`src/rtl/dtp_pkg.sv`:
```
// Shared types and constants for the dual throttle plausibility core.
package dtp_pkg;

  // Field widths of the stream payloads
  localparam int CODE_W    = 16;
  localparam int FRAC_BITS = 16;
  localparam int NORM_W    = FRAC_BITS + 1;
  localparam int TIME_W    = 32;
  localparam int PERSIST_W = 16;
  localparam int TOL_W     = 17;

  // Configuration channel
  localparam int CFG_IDX_W  = 3;
  localparam int CFG_DATA_W = 17;

  localparam int ADC_BITS_DEF = 16;

  // Full scale in Q1.16
  localparam logic [NORM_W-1:0] ONE_Q16 = NORM_W'(1) << FRAC_BITS;

  // Register reset values
  localparam logic [CODE_W-1:0]    MIN_CODE_RST = 16'd9930;
  localparam logic [CODE_W-1:0]    MAX_CODE_RST = 16'd65535;
  localparam logic [TOL_W-1:0]     TOL_RST      = 17'd6554;
  localparam logic [PERSIST_W-1:0] PERSIST_RST  = 16'd100;

  // Configuration register indexes
  typedef enum logic [CFG_IDX_W-1:0] {
    REG_MIN_A   = 3'd0,
    REG_MAX_A   = 3'd1,
    REG_MIN_B   = 3'd2,
    REG_MAX_B   = 3'd3,
    REG_TOL     = 3'd4,
    REG_PERSIST = 3'd5
  } cfg_reg_t;

  // Status of the plausibility checker
  typedef struct packed {
    logic agree;
    logic fault;
  } chk_status_t;

endpackage

```
`src/rtl/dtp_div.sv`:
```
// Bit-serial normaliser: (code - lo) * 2^16 / (hi - lo), clamped to 0..2^16, one quotient bit per cycle.
module dtp_div
  import dtp_pkg::*;
#(
  parameter int ADC_BITS = ADC_BITS_DEF
) (
  input  logic                clk,
  input  logic                rst,
  input  logic                start,
  input  logic [ADC_BITS-1:0] code,
  input  logic [ADC_BITS-1:0] lo,
  input  logic [ADC_BITS-1:0] hi,
  output logic                done,
  output logic [NORM_W-1:0]   quot
);

  localparam int CNT_W = $clog2(FRAC_BITS);

  logic                busy;
  logic [CNT_W-1:0]    cnt;
  logic [ADC_BITS-1:0] rem;
  logic [ADC_BITS-1:0] den;
  logic [ADC_BITS:0]   shifted;
  logic [ADC_BITS:0]   trial;
  logic                qbit;

  // One restoring step: shift the partial remainder, try the divisor
  always_comb begin
    shifted = {rem, 1'b0};
    trial   = shifted - {1'b0, den};
    qbit    = (shifted >= {1'b0, den});
  end

  always_ff @(posedge clk) begin
    if (rst) begin
      busy <= 1'b0;
      done <= 1'b0;
      cnt  <= '0;
      quot <= '0;
    end else begin
      done <= 1'b0;
      if (start) begin
        // Clamp cases settle at once, else prime the remainder
        priority if (hi <= lo || code <= lo) begin
          quot <= '0;
          done <= 1'b1;
        end else if (code >= hi) begin
          quot <= ONE_Q16;
          done <= 1'b1;
        end else begin
          rem  <= code - lo;
          den  <= hi - lo;
          quot <= '0;
          cnt  <= '0;
          busy <= 1'b1;
        end
      end else if (busy) begin
        rem  <= qbit ? trial[ADC_BITS-1:0] : shifted[ADC_BITS-1:0];
        quot <= {quot[NORM_W-2:0], qbit};
        cnt  <= cnt + 1'b1;
        if (cnt == CNT_W'(FRAC_BITS - 1)) begin
          busy <= 1'b0;
          done <= 1'b1;
        end
      end
    end
  end

endmodule

```
`src/rtl/dtp_check.sv`:
```
// Plausibility state: tolerance compare, mismatch timing and fault latch.
module dtp_check
  import dtp_pkg::*;
(
  input  logic                 clk,
  input  logic                 rst,
  input  logic                 check_en,
  input  logic [NORM_W-1:0]    cand_a,
  input  logic [NORM_W-1:0]    cand_b,
  input  logic [TOL_W-1:0]     tolerance,
  input  logic [PERSIST_W-1:0] persist_ms,
  input  logic [TIME_W-1:0]    now_ms,
  output chk_status_t          status
);

  logic              agree;
  logic              pending;
  logic              latched;
  logic              fault;
  logic [TIME_W-1:0] start_ms;
  logic [NORM_W-1:0] diff;
  logic [TIME_W-1:0] elapsed;
  logic              within_tol;
  logic              timed_out;

  // Absolute difference and elapsed mismatch time, modulo 2^32
  always_comb begin
    diff       = (cand_a >= cand_b) ? (cand_a - cand_b) : (cand_b - cand_a);
    within_tol = (diff <= tolerance);
    elapsed    = now_ms - start_ms;
    timed_out  = (elapsed >= TIME_W'(persist_ms));
  end

  always_ff @(posedge clk) begin
    if (rst) begin
      agree    <= 1'b1;
      pending  <= 1'b0;
      latched  <= 1'b0;
      fault    <= 1'b0;
      start_ms <= '0;
    end else if (check_en) begin
      fault <= 1'b0;
      priority if (within_tol) begin
        agree   <= 1'b1;
        pending <= 1'b0;
        latched <= 1'b0;
      end else if (!pending) begin
        pending  <= 1'b1;
        start_ms <= now_ms;
      end else if (timed_out) begin
        agree <= 1'b0;
        if (!latched) begin
          latched <= 1'b1;
          fault   <= 1'b1;
        end
      end
    end
  end

  assign status = '{agree: agree, fault: fault};

endmodule

```
`src/rtl/dual_throttle_plausibility_core.sv`:
```
// Top level: stream ports, configuration registers and item sequencer.
// A window item passes divide A, divide B, check and output, sooner when a channel
// clamps; a non-window item skips the divider and passes only check and output.
// Throughput: one item at a time; the shared bit-serial divider runs channel A
// then channel B, and a new input beat is taken only back in the idle state.
// Reset (rst, synchronous): registers to defaults, plausible set, no fault pending.
module dual_throttle_plausibility_core
  import dtp_pkg::*;
#(
  parameter int ADC_BITS = ADC_BITS_DEF
) (
  input  logic                  clk,
  input  logic                  rst,
  // Input beats
  input  logic                  s_tvalid,
  output logic                  s_tready,
  input  logic [63:0]           s_tdata,   // raw_a[15:0], raw_b[31:16], now_ms[63:32]
  input  logic                  s_tuser,   // new_window
  // Result beats
  output logic                  m_tvalid,
  input  logic                  m_tready,
  output logic [39:0]           m_tdata,   // norm_a[16:0], norm_b[33:17], zero pad
  output logic [1:0]            m_tuser,   // plausible[0], fault_event[1]
  // Configuration writes
  input  logic                  cfg_valid,
  output logic                  cfg_ready,
  input  logic [CFG_IDX_W-1:0]  cfg_index,
  input  logic [CFG_DATA_W-1:0] cfg_data
);

  typedef enum logic [2:0] {
    S_IDLE,
    S_DIV_A,
    S_DIV_B,
    S_CHECK,
    S_OUT
  } state_t;

  state_t state;

  // Configuration registers
  logic [ADC_BITS-1:0]  min_a, max_a, min_b, max_b;
  logic [TOL_W-1:0]     tolerance;
  logic [PERSIST_W-1:0] persist_ms;

  // Item latch and stored values
  logic [CODE_W-1:0] raw_a, raw_b;
  logic [TIME_W-1:0] now_ms;
  logic [NORM_W-1:0] cand_a, cand_b, held_a, held_b;

  logic                div_start;
  logic                div_done;
  logic [NORM_W-1:0]   div_quot;
  logic [ADC_BITS-1:0] div_code, div_lo, div_hi;
  logic                check_en;
  chk_status_t         status;

  assign cfg_ready = 1'b1;
  assign s_tready  = (state == S_IDLE);
  assign check_en  = (state == S_CHECK);

  // Register file
  always_ff @(posedge clk) begin
    if (rst) begin
      min_a      <= MIN_CODE_RST[ADC_BITS-1:0];
      max_a      <= MAX_CODE_RST[ADC_BITS-1:0];
      min_b      <= MIN_CODE_RST[ADC_BITS-1:0];
      max_b      <= MAX_CODE_RST[ADC_BITS-1:0];
      tolerance  <= TOL_RST;
      persist_ms <= PERSIST_RST;
    end else if (cfg_valid && cfg_ready) begin
      unique case (cfg_reg_t'(cfg_index))
        REG_MIN_A:   min_a      <= cfg_data[ADC_BITS-1:0];
        REG_MAX_A:   max_a      <= cfg_data[ADC_BITS-1:0];
        REG_MIN_B:   min_b      <= cfg_data[ADC_BITS-1:0];
        REG_MAX_B:   max_b      <= cfg_data[ADC_BITS-1:0];
        REG_TOL:     tolerance  <= cfg_data;
        REG_PERSIST: persist_ms <= cfg_data[PERSIST_W-1:0];
        default: ;
      endcase
    end
  end

  // Divider operands follow the channel being worked on
  always_comb begin
    if (state == S_DIV_B) begin
      div_code = raw_b[ADC_BITS-1:0];
      div_lo   = min_b;
      div_hi   = max_b;
    end else begin
      div_code = raw_a[ADC_BITS-1:0];
      div_lo   = min_a;
      div_hi   = max_a;
    end
  end

  dtp_div #(
    .ADC_BITS(ADC_BITS)
  ) u_div (
    .clk   (clk),
    .rst   (rst),
    .start (div_start),
    .code  (div_code),
    .lo    (div_lo),
    .hi    (div_hi),
    .done  (div_done),
    .quot  (div_quot)
  );

  dtp_check u_check (
    .clk        (clk),
    .rst        (rst),
    .check_en   (check_en),
    .cand_a     (cand_a),
    .cand_b     (cand_b),
    .tolerance  (tolerance),
    .persist_ms (persist_ms),
    .now_ms     (now_ms),
    .status     (status)
  );

  // Sequencer with registered outputs
  always_ff @(posedge clk) begin
    if (rst) begin
      state     <= S_IDLE;
      div_start <= 1'b0;
      m_tvalid  <= 1'b0;
      cand_a    <= '0;
      cand_b    <= '0;
      held_a    <= '0;
      held_b    <= '0;
    end else begin
      // Accepted beat drops unless the output state loads the next one
      if (m_tvalid && m_tready && state != S_OUT) begin
        m_tvalid <= 1'b0;
      end
      unique case (state)
        S_IDLE: begin
          div_start <= s_tvalid && s_tuser;
          if (s_tvalid) begin
            raw_a     <= s_tdata[15:0];
            raw_b     <= s_tdata[31:16];
            now_ms    <= s_tdata[63:32];
            state     <= s_tuser ? S_DIV_A : S_CHECK;
          end
        end
        S_DIV_A: begin
          div_start <= div_done;
          if (div_done) begin
            cand_a    <= div_quot;
            state     <= S_DIV_B;
          end
        end
        S_DIV_B: begin
          div_start <= 1'b0;
          if (div_done) begin
            // Exposed values gate on the plausibility before this item
            cand_b <= div_quot;
            held_a <= status.agree ? cand_a : '0;
            held_b <= status.agree ? div_quot : '0;
            state  <= S_CHECK;
          end
        end
        S_CHECK: begin
          div_start <= 1'b0;
          state     <= S_OUT;
        end
        S_OUT: begin
          div_start <= 1'b0;
          if (!m_tvalid || m_tready) begin
            m_tvalid <= 1'b1;
            m_tdata  <= {6'd0, held_b, held_a};
            m_tuser  <= {status.fault, status.agree};
            state    <= S_IDLE;
          end
        end
        default: begin
          div_start <= 1'b0;
          state     <= S_IDLE;
        end
      endcase
    end
  end

`ifndef NO_ASSERTIONS
  // A fault beat always reports the pair as implausible
  a_fault_implausible: assert property (@(posedge clk) disable iff (rst)
    m_tvalid |-> !(m_tuser[1] && m_tuser[0]))
    else $error("fault beat reports plausible");

  // Normalised values never exceed full scale
  a_norm_range: assert property (@(posedge clk) disable iff (rst)
    m_tvalid |-> !(m_tdata[16] && (|m_tdata[15:0])) && !(m_tdata[33] && (|m_tdata[32:17])))
    else $error("normalised value above full scale");

  // The divider only finishes while the sequencer waits for it
  a_div_done_state: assert property (@(posedge clk) disable iff (rst)
    div_done |-> (state == S_DIV_A || state == S_DIV_B))
    else $error("divider done outside a divide state");

  // A new result beat follows the output state
  a_out_from_state: assert property (@(posedge clk) disable iff (rst)
    $rose(m_tvalid) |-> ($past(state) == S_OUT))
    else $error("result beat raised outside the output state");
`endif

endmodule
```
`config.mk`:
```
export PLATFORM = sky130hd
export DESIGN_NAME = dual_throttle_plausibility_core
export DESIGN_NICKNAME = d
export VERILOG_FILES = /design/src/rtl/dtp_pkg.sv /design/src/rtl/dtp_div.sv /design/src/rtl/dtp_check.sv /design/src/rtl/dual_throttle_plausibility_core.sv
export SDC_FILE = /design/constraint.sdc
export NUM_CORES = 1
export LEC_CHECK = 0
export BUFFER_PORTS_ARGS = -buffer_cell sky130_fd_sc_hd__buf_2
export CAP_MARGIN = 30
export CORE_MARGIN = 3
export CORE_UTILIZATION = 50
export CTS_CLUSTER_SIZE = 10
export DETAILED_ROUTE_END_ITERATION = 10
export HOLD_SLACK_MARGIN = 0.06
export MAX_ROUTING_LAYER = met4
export PLACE_DENSITY = 0.68
export SETUP_SLACK_MARGIN = 0.15
export SKIP_CTS_REPAIR_TIMING = 1
export SLEW_MARGIN = 20
export SYNTH_ARGS = -nofsm -noshare
export SYNTH_HDL_FRONTEND = slang
export SYNTH_SLANG_ARGS = --single-unit
```
`constraint.sdc`:
```
create_clock -name clk -period 7.74 [get_ports clk]
set_input_delay 1.935 -clock clk [delete_from_list [all_inputs] [get_ports clk]]
set_output_delay 1.935 -clock clk [all_outputs]
set_load 0.02 [all_outputs]
```
# After elaboration in Yosys (flattened, before gate mapping)
# Cells that the tools add are included.
[totals] ff_bits=361 latch_bits=0 word_cells=143 romBits=0 ram_bits=0 in_bits=90 output_inout_bits=45 n_memories=0
[op_classes] div_mod_pow=0 magnitude_cmp=7 n_bitwise=5 shift=0 mul=0 addsub=7 n_reduce_logical=28 mux=50 n_eq_ne=17
[ops] op="$mux W16" n=8
[ops] op="$mux W17" n=7
[ops] op="$sub A16 B16 Y16" n=3
[ops] op="$sub A17 B17 Y17" n=2
[ops] op="$ge A32 B16 Y1" n=1
[ops] op="$le A16 B16 Y1" n=2
[ops] op="$sub A32 B32 Y32" n=1
[ops] op="$mux W1" n=24
[ops] op="$reduce_and A2 Y1" n=9
[ops] op="$ge A17 B16 Y1" n=1
[ops] op="$ge A17 B17 Y1" n=1
[ops] op="$le A17 B17 Y1" n=1
[ops] op="$ge A16 B16 Y1" n=1
[ops] op="$mux W4" n=4
[ops] op="$pmux W3 S5" n=1
[ops] op="$reduce_and A3 Y1" n=5
[ops] op="$eq A3 B2 Y1 const B" n=4
[ops] op="$mux W3" n=4
[ops] op="$reduce_and A4 Y1" n=3
[ops] op="$eq A3 B3 Y1 const B" n=3
[ops] op="$ne A2 B2 Y1 const B" n=4
[ops] op="$eq A3 B1 Y1 const B" n=2
[ops] op="$logic_not A3 Y1" n=2
[ops] op="$reduce_bool A2 Y1" n=3
[ops] op="other kinds (10)" n=18

# Longest topological paths before layout
# Gate-level depths: netlist of run 1.
[logic_depth] word_depth=6 ltp_mapped=26 mapped_depth_nobuf=22

# Cells and area by module
# Synthesis of run 1 repeated with hierarchy kept, for this count alone.
[hier_totals] cells_unflattened=2307 hier_area_um2=21043.9
[by_module_without_submodules] module="dual_throttle_plausibility_core" instances=1 cells_per_inst=919 area_each_um2=9984.6
[by_module_without_submodules] module="dtp_check" instances=1 cells_per_inst=788 area_each_um2=5858.1
[by_module_without_submodules] module="dtp_div" instances=1 cells_per_inst=600 area_each_um2=5201.2

# Worst setup path before layout of run 1
# Ideal clock, no wire load.
[synth_path] path_kind="input to register" start="input rst" end="register m_tdata[0], enable pin" setup_slack_ps=2253 path_stages=3 arrival_time_ps=5005 path_buffers=2 t_required_ps=7258 setup_ps=482 path_cell_list="clkbuf_1 -> clkbuf_1 -> nor3b_1"
[synth_between] elab_chain_cells=2
[synth_rtl] element="start: declaration" line="dual_throttle_plausibility_core.sv:13" rtl="input logic rst,"
[synth_rtl] element="$not A1 Y1 (no line)"
[synth_rtl] element="$reduce_and A3 Y1 (no line)"
[synth_rtl] element="end signal: assignment" line="dual_throttle_plausibility_core.sv:172" rtl="m_tdata <= {6'd0, held_b, held_a};"
[synth_rtl] element="end: declaration" line="dual_throttle_plausibility_core.sv:22" rtl="output logic [39:0] m_tdata,"
# Every way passes these cells.
# A chain may end at the register's enable or synchronous reset.

# Final worst setup path of run 1
[layout_path] start="register cand_a[4]" end="register u_check.start_ms[15]"
[layout_between] elab_chain_cells=5 elab_cells_between_ends=7 classes_between="add/sub (2); order compare (2); mux (1); bitwise (1); reduce/logical (1)"
[layout_rtl] element="start: declaration" line="dual_throttle_plausibility_core.sv:49" rtl="logic [NORM_W-1:0] cand_a, cand_b, held_a, held_b;"
[layout_rtl] element="start signal: assignment" line="dual_throttle_plausibility_core.sv:150" rtl="cand_a <= div_quot;"
[layout_rtl] element="$sub A17 B17 Y17 or $ge A17 B17 Y1 (tied branches)" line="dtp_check.sv:28" rtl="diff = (cand_a >= cand_b) ? (cand_a - cand_b) : (cand_b - cand_a);"
[layout_rtl] element="$mux W17 *" line="dtp_check.sv:28"
[layout_rtl] element="$le A17 B17 Y1 *" line="dtp_check.sv:29" rtl="within_tol = (diff <= tolerance);"
[layout_rtl] element="$not A1 Y1 (no line) *"
[layout_rtl] element="$reduce_and A3 Y1 (no line) *"
[layout_rtl] element="end signal: assignment" line="dtp_check.sv:49" rtl="start_ms <= now_ms;"
[layout_rtl] element="end: declaration" line="dtp_check.sv:20" rtl="logic [TIME_W-1:0] start_ms;"
# Mark *: on every way between the ends. The rest lies on a longest branch, timed or not.

==> run_results.csv, run 1 <==
group,metric,value,unit
status,outcome,"finished clean",
detailed_routing,wl_per_cell,17.10,um
clocking,clockBufferDepth,3,
cells_and_area,syn_to_final_growth,11.75,%
detailed_routing,drtIter0Drc,1038,
timing,tns,0,ns
synthesis,synth_most_common_cell,"nand2_1",
clocking,numCtsBuffers,44,
floorplanning,fp.dieW,205.6,um
cells_and_area,layout-drive-gt1-share,0.1022,
synthesis,synthFlopType,"dfxtp_1",
worst_setup_path,endpoint_kind,"flop",
pwr,leakagePower,0.009093,uW
worst_setup_path,r2r-start,"cand_a[4]$_SDFFE_PP0P_",
floorplanning,ios,135,
floorplanning,row_count,72,
global_route,grt_overflow,0,
pwr,power_frac_seq,0.409,
worst_setup_path,r2r_slack,1.79,ns
floorplanning,core_area,0.03901,mm2
detailed_routing,totalWireLength,48.42,mm
detailed_routing,viasPerCell,5.510,
floorplanning,die_h,205.6,um
timing,fmax,0.1682,GHz
floorplanning,initial_utilization,0.5109,
pwr,internal_power,3742,uW
worst_setup_path,max_stage_delay,0.72,ns
worst_setup_path,critical_path_buf_inv_count,2,
global_route,grt_pass1_vias,15195,
hold_path,worstHoldStart,"held_b[3]$_SDFFE_PP0P_",
synthesis,synth.distinct_cells,71,
pwr,swShare,0.2954,
worst_setup_path,critical_path_class,"flop to flop",
timing,period_minus_slack,5.945,ns
synthesis,synth_common_cells,"nand2_1 (366), dfxtp_1 (229), a21oi_1 (215), ha_1 (162), inv_1 (161)",
worst_setup_path,critical_path_peak_fanout,17,
global_route,grt_pass1_wl,78.07,mm
worst_setup_path,crit_family,"compound AO/OA/AOI/OAI gates",
placed_design,io_buffers,127,
clocking,cts-root-buf,"clkbuf_16",
worst_setup_path,crit_chain,"inv_1 -> ha_1 -> nand3_1 -> o211ai_1 -> a211oi_1 -> o41ai_1 -> a21o_1 -> nand2_1 -> a21oi_4 -> mux2_1 -> ha_1 -> nor2b_1 -> o21a_1 -> o21a_1 -> o21ai_1 -> a31o_1 -> a21o_1 -> a22o_1 -> or3_2 -> buf_16 -> mux2i_1 -> nor2_1",
placed_design,dpl.hpwl,34.73,mm
synthesis,yosys_warnings,0,
timing,relSlewSlack,0.3730,
timing,rsz0062_at_grt,"false",
worst_setup_path,critPathSlowestCell,"or3_2",
clocking,htreeDepth,2,
worst_setup_path,required,8.13,ns
clocking,clk_pin_slew_worst_paths,0.06,ns
clocking,clkLatencyLatePin,0.56,ns
clocking,tritoncts,"done",
placed_design,placed_cells,2749,
detailed_routing,drtPass1Iterations,7,
worst_setup_path,startpoint_type,"flop",
detailed_routing,postRouteAntennaNets,0,
cells_and_area,stdcell_count,2831,
pwr,ir_worst_vdd,0.2019,mV
global_route,grt_max_degree,118,
worst_setup_path,worstReg2RegEnd,"u_check.start_ms[15]$_SDFFE_PP0P_",
synthesis,ys_seq_elements,361,
cells_and_area,nNetsFinal,2536,
global_route,grt_use_total,0.2341,
synthesis,synth_top_area_share,0.2300,
synthesis,synth-async-reset-ratio,0,
hold_path,hold_class,"flop to flop",
timing,timing_hold_violations_final,0,
hold_path,holdPathEnd,"m_tdata[20]$_DFFE_PP_",
synthesis,netlist_instances,2195,
placed_design,gp_congestion,0.9130,
timing,fin_hold_ws,0.4240,ns
synthesis,synth-edff-count,132,
floorplanning,die_area,0.04229,mm2
detailed_routing,drcViolationCount,0,
global_route,antenna_found_initial,4,
run,drv_cap,0,
hold_path,holdPathStages,0,
timing,fin_crit_sh,0.7681,
pwr,p_per_area,238.5,mW/mm2
pwr,clock_power_share,0.358,
synthesis,yosys.area.top_type,"dfxtp_1",
pwr,combPwrFrac,0.233,
clocking,clock_sinks,361,
synthesis,synth-seq-area-share,0.4290,
synthesis,netlist_area,0.01993,mm2
pwr,power_switching,1568,uW
synthesis,synth.avg_cell_area,9.079,um2
timing,setup_violations,0,
synthesis,yosys-top-cells-area,"dfxtp_1 (23%), edfxtp_1 (20%), ha_1 (10%)",
worst_setup_path,reg2reg_depth,22,
detailed_routing,vias,15598,
timing,finalMaxSlewViolations,0,
timing,tightest_slew,0.9168,ns
worst_setup_path,critical_path_arrival,6.34,ns
timing,skew,0.02923,ns
[placed cells by master, fill, tap and decap left out, types with 25 or more instances in the layout]
cell	n
nor2_1	109
nand3b_1	57
buf_2	126
nor2b_1	25
o21ai_0	46
edfxtp_1	132
mux2i_1	101
dfxtp_1	229
inv_1	161
a21o_1	57
nand2_1	366
nor3_1	32
a21oi_1	215
nand3_1	52
xnor2_1	46
xor2_1	27
ha_1	162
clkbuf_16	46
[power groups by stage]
| stage | clock, uW | sequential (uW) | combinational [uW] |
|---|---|---|---|
| 6_report | 1900 | 2170 | 1240 |
| 3_5_place_dp | 0 | 2210 | 1230 |
| 5_1_grt | 2020 | 2180 | 1380 |
| 3_3_place_gp | 0 | 2200 | 1200 |
| 2_1_floorplan | 0 | 2210 | 901 |
| 4_1_cts | 1950 | 2170 | 1240 |
[state kept, by name, indices dropped and copies added, names as in the netlist, 17 cells and up]
register          cells
held_b               17
u_check.start_ms     32
now_ms               32
u_div.quot           17
cand_a               17
cand_b               17
m_tdata              34
held_a               17
tolerance            17
[metrics by stage]
stage | utilization | area, um2 | total power, uW | setup slack, ns
floorplan | - | 19950 | 3112 | 2.253
global placement | 0.5354 | 20890 | 3405 | 2.001
detailed placement | 0.5359 | 20900 | 3435 | 1.817
CTS | 0.5699 | 22230 | 5352 | 1.721
global route | 0.5709 | 22270 | 5581 | 1.379
finish | 0.5709 | 22270 | 5310 | 1.795
[area by class of cell]
| type | instances | area, um2 |
|---|---|---|
| diodes | 4 | 10.01 |
| well taps | 518 | 648.1 |
| flip-flops and latches | 361 | 8548 |
| inverters | 161 | 604.3 |
| fillers | 3482 | 16740 |
| multi-input cells | 1569 | 10350 |
| repair buffers | 141 | 774.5 |
| clock buffers | 71 | 1255 |
| clock inverters | 6 | 73.82 |
[worst reg2reg max path, stage by stage (launching register included)]
cell and delay, ns:
dfxtp_1 0.38, inv_1 0.06, ha_1 0.40, nand3_1 0.16, o211ai_1 0.27, a211oi_1 0.14
o41ai_1 0.47, a21o_1 0.20, nand2_1 0.08, a21oi_4 0.60, mux2_1 0.39, ha_1 0.29
nor2b_1 0.15, o21a_1 0.12, o21a_1 0.11, o21ai_1 0.06, a31o_1 0.21, a21o_1 0.15
a22o_1 0.27, or3_2 0.72, buf_16 0.27, mux2i_1 0.20, nor2_1 0.06
[cells by family after synthesis]
group / share of synthesized area
muxes: 0.06203
other: 0.0003769
and+or+nand+nor: 0.1739
xor gates and xnor gates: 0.03208
AOI/OAI and AO/OA: 0.1416
DFF: 0.4290
adders and majority gates: 0.1077
buffers and inverters: 0.05324
[worst max path at each step]
| stage | startpoint | endpoint | depth (start not counted) |
|---|---|---|---|
| after CTS | cand_a[4]$_SDFFE_PP0P_ | u_check.start_ms[15]$_SDFFE_PP0P_ | 21 |
| after detailed placement | cand_a[4]$_SDFFE_PP0P_ | u_check.start_ms[18]$_SDFFE_PP0P_ | 21 |
| after floorplan | rst | m_tdata[0]$_DFFE_PP_ | 3 |
| after global placement | cand_a[4]$_SDFFE_PP0P_ | u_check.start_ms[0]$_SDFFE_PP0P_ | 21 |
| after global routing | cand_a[3]$_SDFFE_PP0P_ | u_check.start_ms[15]$_SDFFE_PP0P_ | 22 |
| final | cand_a[4]$_SDFFE_PP0P_ | u_check.start_ms[15]$_SDFFE_PP0P_ | 22 |
[routing by layer]
metal	wire length, um	GRT usage	vias up
met3	2509	0.04082	75
met1	22670	0.3134	7365
met5	0	-	-
met2	22100	0.3685	348
met4	1144	0.06371	0
li1	-	-	7810
Note: power is estimated with default switching activity, not from simulation.
==> inputs of run 2 (changes only) <==
==> constraint.sdc (replaced) <==
create_clock -name clk -period 5.9 [get_ports clk]
set_input_delay 1.475 -clock clk [delete_from_list [all_inputs] [get_ports clk]]
set_output_delay 1.475 -clock clk [all_outputs]
set_load 0.02 [all_outputs]
==> run 2 against run 1 <==
Compared with the run above:
- setup slack got worse by 1.3 ns
- critical endpoint is now u_check.start_ms[4]$_SDFFE_PP0P_
- maximum frequency grew 10%
- non-clock buffer count increased by 10
- hold slack better by 0.0013 ns
- die area unchanged
- count of clock-buffer cells in the layout up 1
- final cell count increased by 0.39%
==> run_results.csv, run 2 (synthesis results as in run 1) <==
group,metric,value,unit
status,outcome,"finished clean",
placed_design,io_buffers,127,
detailed_routing,wl_per_cell,17.07,um
global_route,grt_max_degree,110,
cells_and_area,nNetsFinal,2546,
worst_setup_path,critical_path_class,"flop to flop",
detailed_routing,drcViolationCount,0,
timing,tightest_slew,0.8345,ns
pwr,power_switching,2059,uW
detailed_routing,postRouteAntennaNets,0,
placed_design,gp_congestion,0.9410,
pwr,p_per_area,311.8,mW/mm2
global_route,grt_use_total,0.2328,
worst_setup_path,worstReg2RegEnd,"u_check.start_ms[4]$_SDFFE_PP0P_",
pwr,clock_power_share,0.359,
timing,rsz0062_at_grt,"false",
cells_and_area,layout_common_cells,"nand2_1 (366), dfxtp_1 (229), a21oi_1 (215)",
floorplanning,die_h,205.6,um
global_route,grt_pass1_vias,14994,
worst_setup_path,startpoint_type,"flop",
cells_and_area,syn_to_final_growth,12.32,%
detailed_routing,totalWireLength,48.52,mm
worst_setup_path,reg2reg_depth,24,
clocking,clockBufferDepth,3,
clocking,tritoncts,"done",
floorplanning,row_count,72,
floorplanning,die_area,0.04229,mm2
cells_and_area,regMostFlops,"m_tdata",
pwr,swShare,0.2950,
worst_setup_path,required,6.32,ns
floorplanning,fp.dieW,205.6,um
worst_setup_path,endpoint_kind,"flop",
floorplanning,core_area,0.03901,mm2
pwr,total_power,6979,uW
timing,fin_crit_sh,0.9163,
worst_setup_path,crit_chain,"inv_1 -> ha_1 -> a21o_1 -> a21oi_1 -> o211ai_1 -> a211oi_1 -> o41ai_2 -> a21o_1 -> nand2_1 -> a21oi_4 -> buf_12 -> mux2_1 -> ha_1 -> nor2b_1 -> o21a_1 -> o21a_1 -> o21ai_1 -> a31o_1 -> a21o_1 -> a22o_1 -> or3_2 -> buf_4 -> mux2i_1 -> nor2_1",
worst_setup_path,critPathSlowestCell,"or3_2",
timing,tns,0,ns
run,drv_cap,0,
detailed_routing,drtIter0Drc,979,
detailed_routing,viasPerCell,5.479,
pwr,internal_power,4920,uW
timing,timing_hold_violations_final,0,
placed_design,dpl.hpwl,35.20,mm
timing,period_minus_slack,5.406,ns
clocking,cts-root-buf,"clkbuf_16",
clocking,clock_sinks,361,
pwr,combPwrFrac,0.234,
clocking,clkLatencyLatePin,0.57,ns
timing,fmax,0.1850,GHz
clocking,clk_pin_slew_worst_paths,0.06,ns
worst_setup_path,max_stage_delay,0.42,ns
worst_setup_path,cp_common_cell,"a21o_1",
pwr,ir_worst_vdd,0.2317,mV
worst_setup_path,r2r_slack,0.49,ns
pwr,power_frac_seq,0.408,
detailed_routing,vias,15571,
clocking,htreeDepth,2,
timing,finalMaxSlewViolations,0,
cells_and_area,mostFrequentLayoutCell,"nand2_1",
floorplanning,ios,135,
worst_setup_path,cp-endpoint,"u_check.start_ms[4]$_SDFFE_PP0P_",
worst_setup_path,r2r-start,"cand_a[3]$_SDFFE_PP0P_",
worst_setup_path,critPathLaunch,"cand_a[3]$_SDFFE_PP0P_",
cells_and_area,largest_reg_flops,34,
timing,skew,0.03454,ns
timing,setup_violations,0,
global_route,grt_overflow,0,
global_route,grt_pass1_wl,77.42,mm
cells_and_area,reg_top3,"m_tdata x34, now_ms x32, u_check.start_ms x32",
timing,relSlewSlack,0.4437,
hold_path,hold_class,"flop to flop",
global_route,antenna_found_initial,4,
detailed_routing,drtPass1Iterations,5,
worst_setup_path,critical_path_peak_fanout,32,
pwr,leakagePower,0.009156,uW
floorplanning,initial_utilization,0.5109,
cells_and_area,layout-drive-gt1-share,0.1078,
clocking,numCtsBuffers,44,
worst_setup_path,critical_path_arrival,5.83,ns
## run 2: area by class of cell
class	count	area [um2]
fill	3521	16620
timing repair buffer	151	870.8
tap	518	648.1
inverter	161	604.3
antenna	4	10.01
clock buffer	72	1300
clock inverter	6	38.79
sequential	361	8548
multi-input combinational	1569	10360
## run 2: worst min-delay path by stage
stage | startpoint | endpoint | slack [ns] | cells after the start
3_3_place_gp | held_a[9]$_SDFFE_PP0P_ | m_tdata[9]$_DFFE_PP_ | 0.41 | 0
5_1_grt | held_a[15]$_SDFFE_PP0P_ | m_tdata[15]$_DFFE_PP_ | 0.43 | 0
2_1_floorplan | u_check.agree$_SDFFE_PP1P_ | m_tuser[0]$_DFFE_PP_ | 0.41 | 0
6_report | held_a[9]$_SDFFE_PP0P_ | m_tdata[9]$_DFFE_PP_ | 0.43 | 0
4_1_cts | held_a[9]$_SDFFE_PP0P_ | m_tdata[9]$_DFFE_PP_ | 0.43 | 0
3_5_place_dp | held_a[9]$_SDFFE_PP0P_ | m_tdata[9]$_DFFE_PP_ | 0.41 | 0
## run 2: metrics by stage
| step | hold WS (ns) | util | cells | instance area, um2 | worst slack [ns] |
|---|---|---|---|---|---|
| after global routing | 0.4332 | 0.5738 | 2842 | 22380 | 0.2045 |
| after detailed placement | 0.4146 | 0.5370 | 2754 | 20950 | 0.3261 |
| after CTS | 0.4281 | 0.5714 | 2832 | 22290 | 0.3245 |
| after global placement | 0.4142 | 0.5367 | 2753 | 20940 | 0.5456 |
| after floorplan | 0.4064 | - | 2200 | 19950 | 0.7571 |
| final | 0.4253 | 0.5738 | 2842 | 22380 | 0.4938 |
## run 2: power groups by stage
stage          clock network [uW]  registers, uW  logic, uW
2_1_floorplan                   0           2900       1180
3_3_place_gp                    0           2890       1590
3_5_place_dp                    0           2890       1620
4_1_cts                      2570           2840       1630
5_1_grt                      2670           2860       1810
6_report                     2500           2840       1630
## run 2: worst max-delay path: cells and delay by family (launching register included)
kind	cells	cell delay [ns]
multiplexers	2	0.59
AND/OR/NAND/NOR	4	0.72
adder cells (fa/ha/maj)	2	0.67
flip-flops	1	0.37
AO/OA/AOI/OAI	13	2.36
buffers and inverters	3	0.57
## run 2: per-layer routing
metal / share of wire / vias to the layer above / GRT usage
li1: - / 7835 / -
met5: 0 / - / -
met3: 0.048 / 97 / 0.03639
met1: 0.47 / 7262 / 0.3174
met2: 0.45 / 377 / 0.3554
met4: 0.031 / 0 / 0.07811
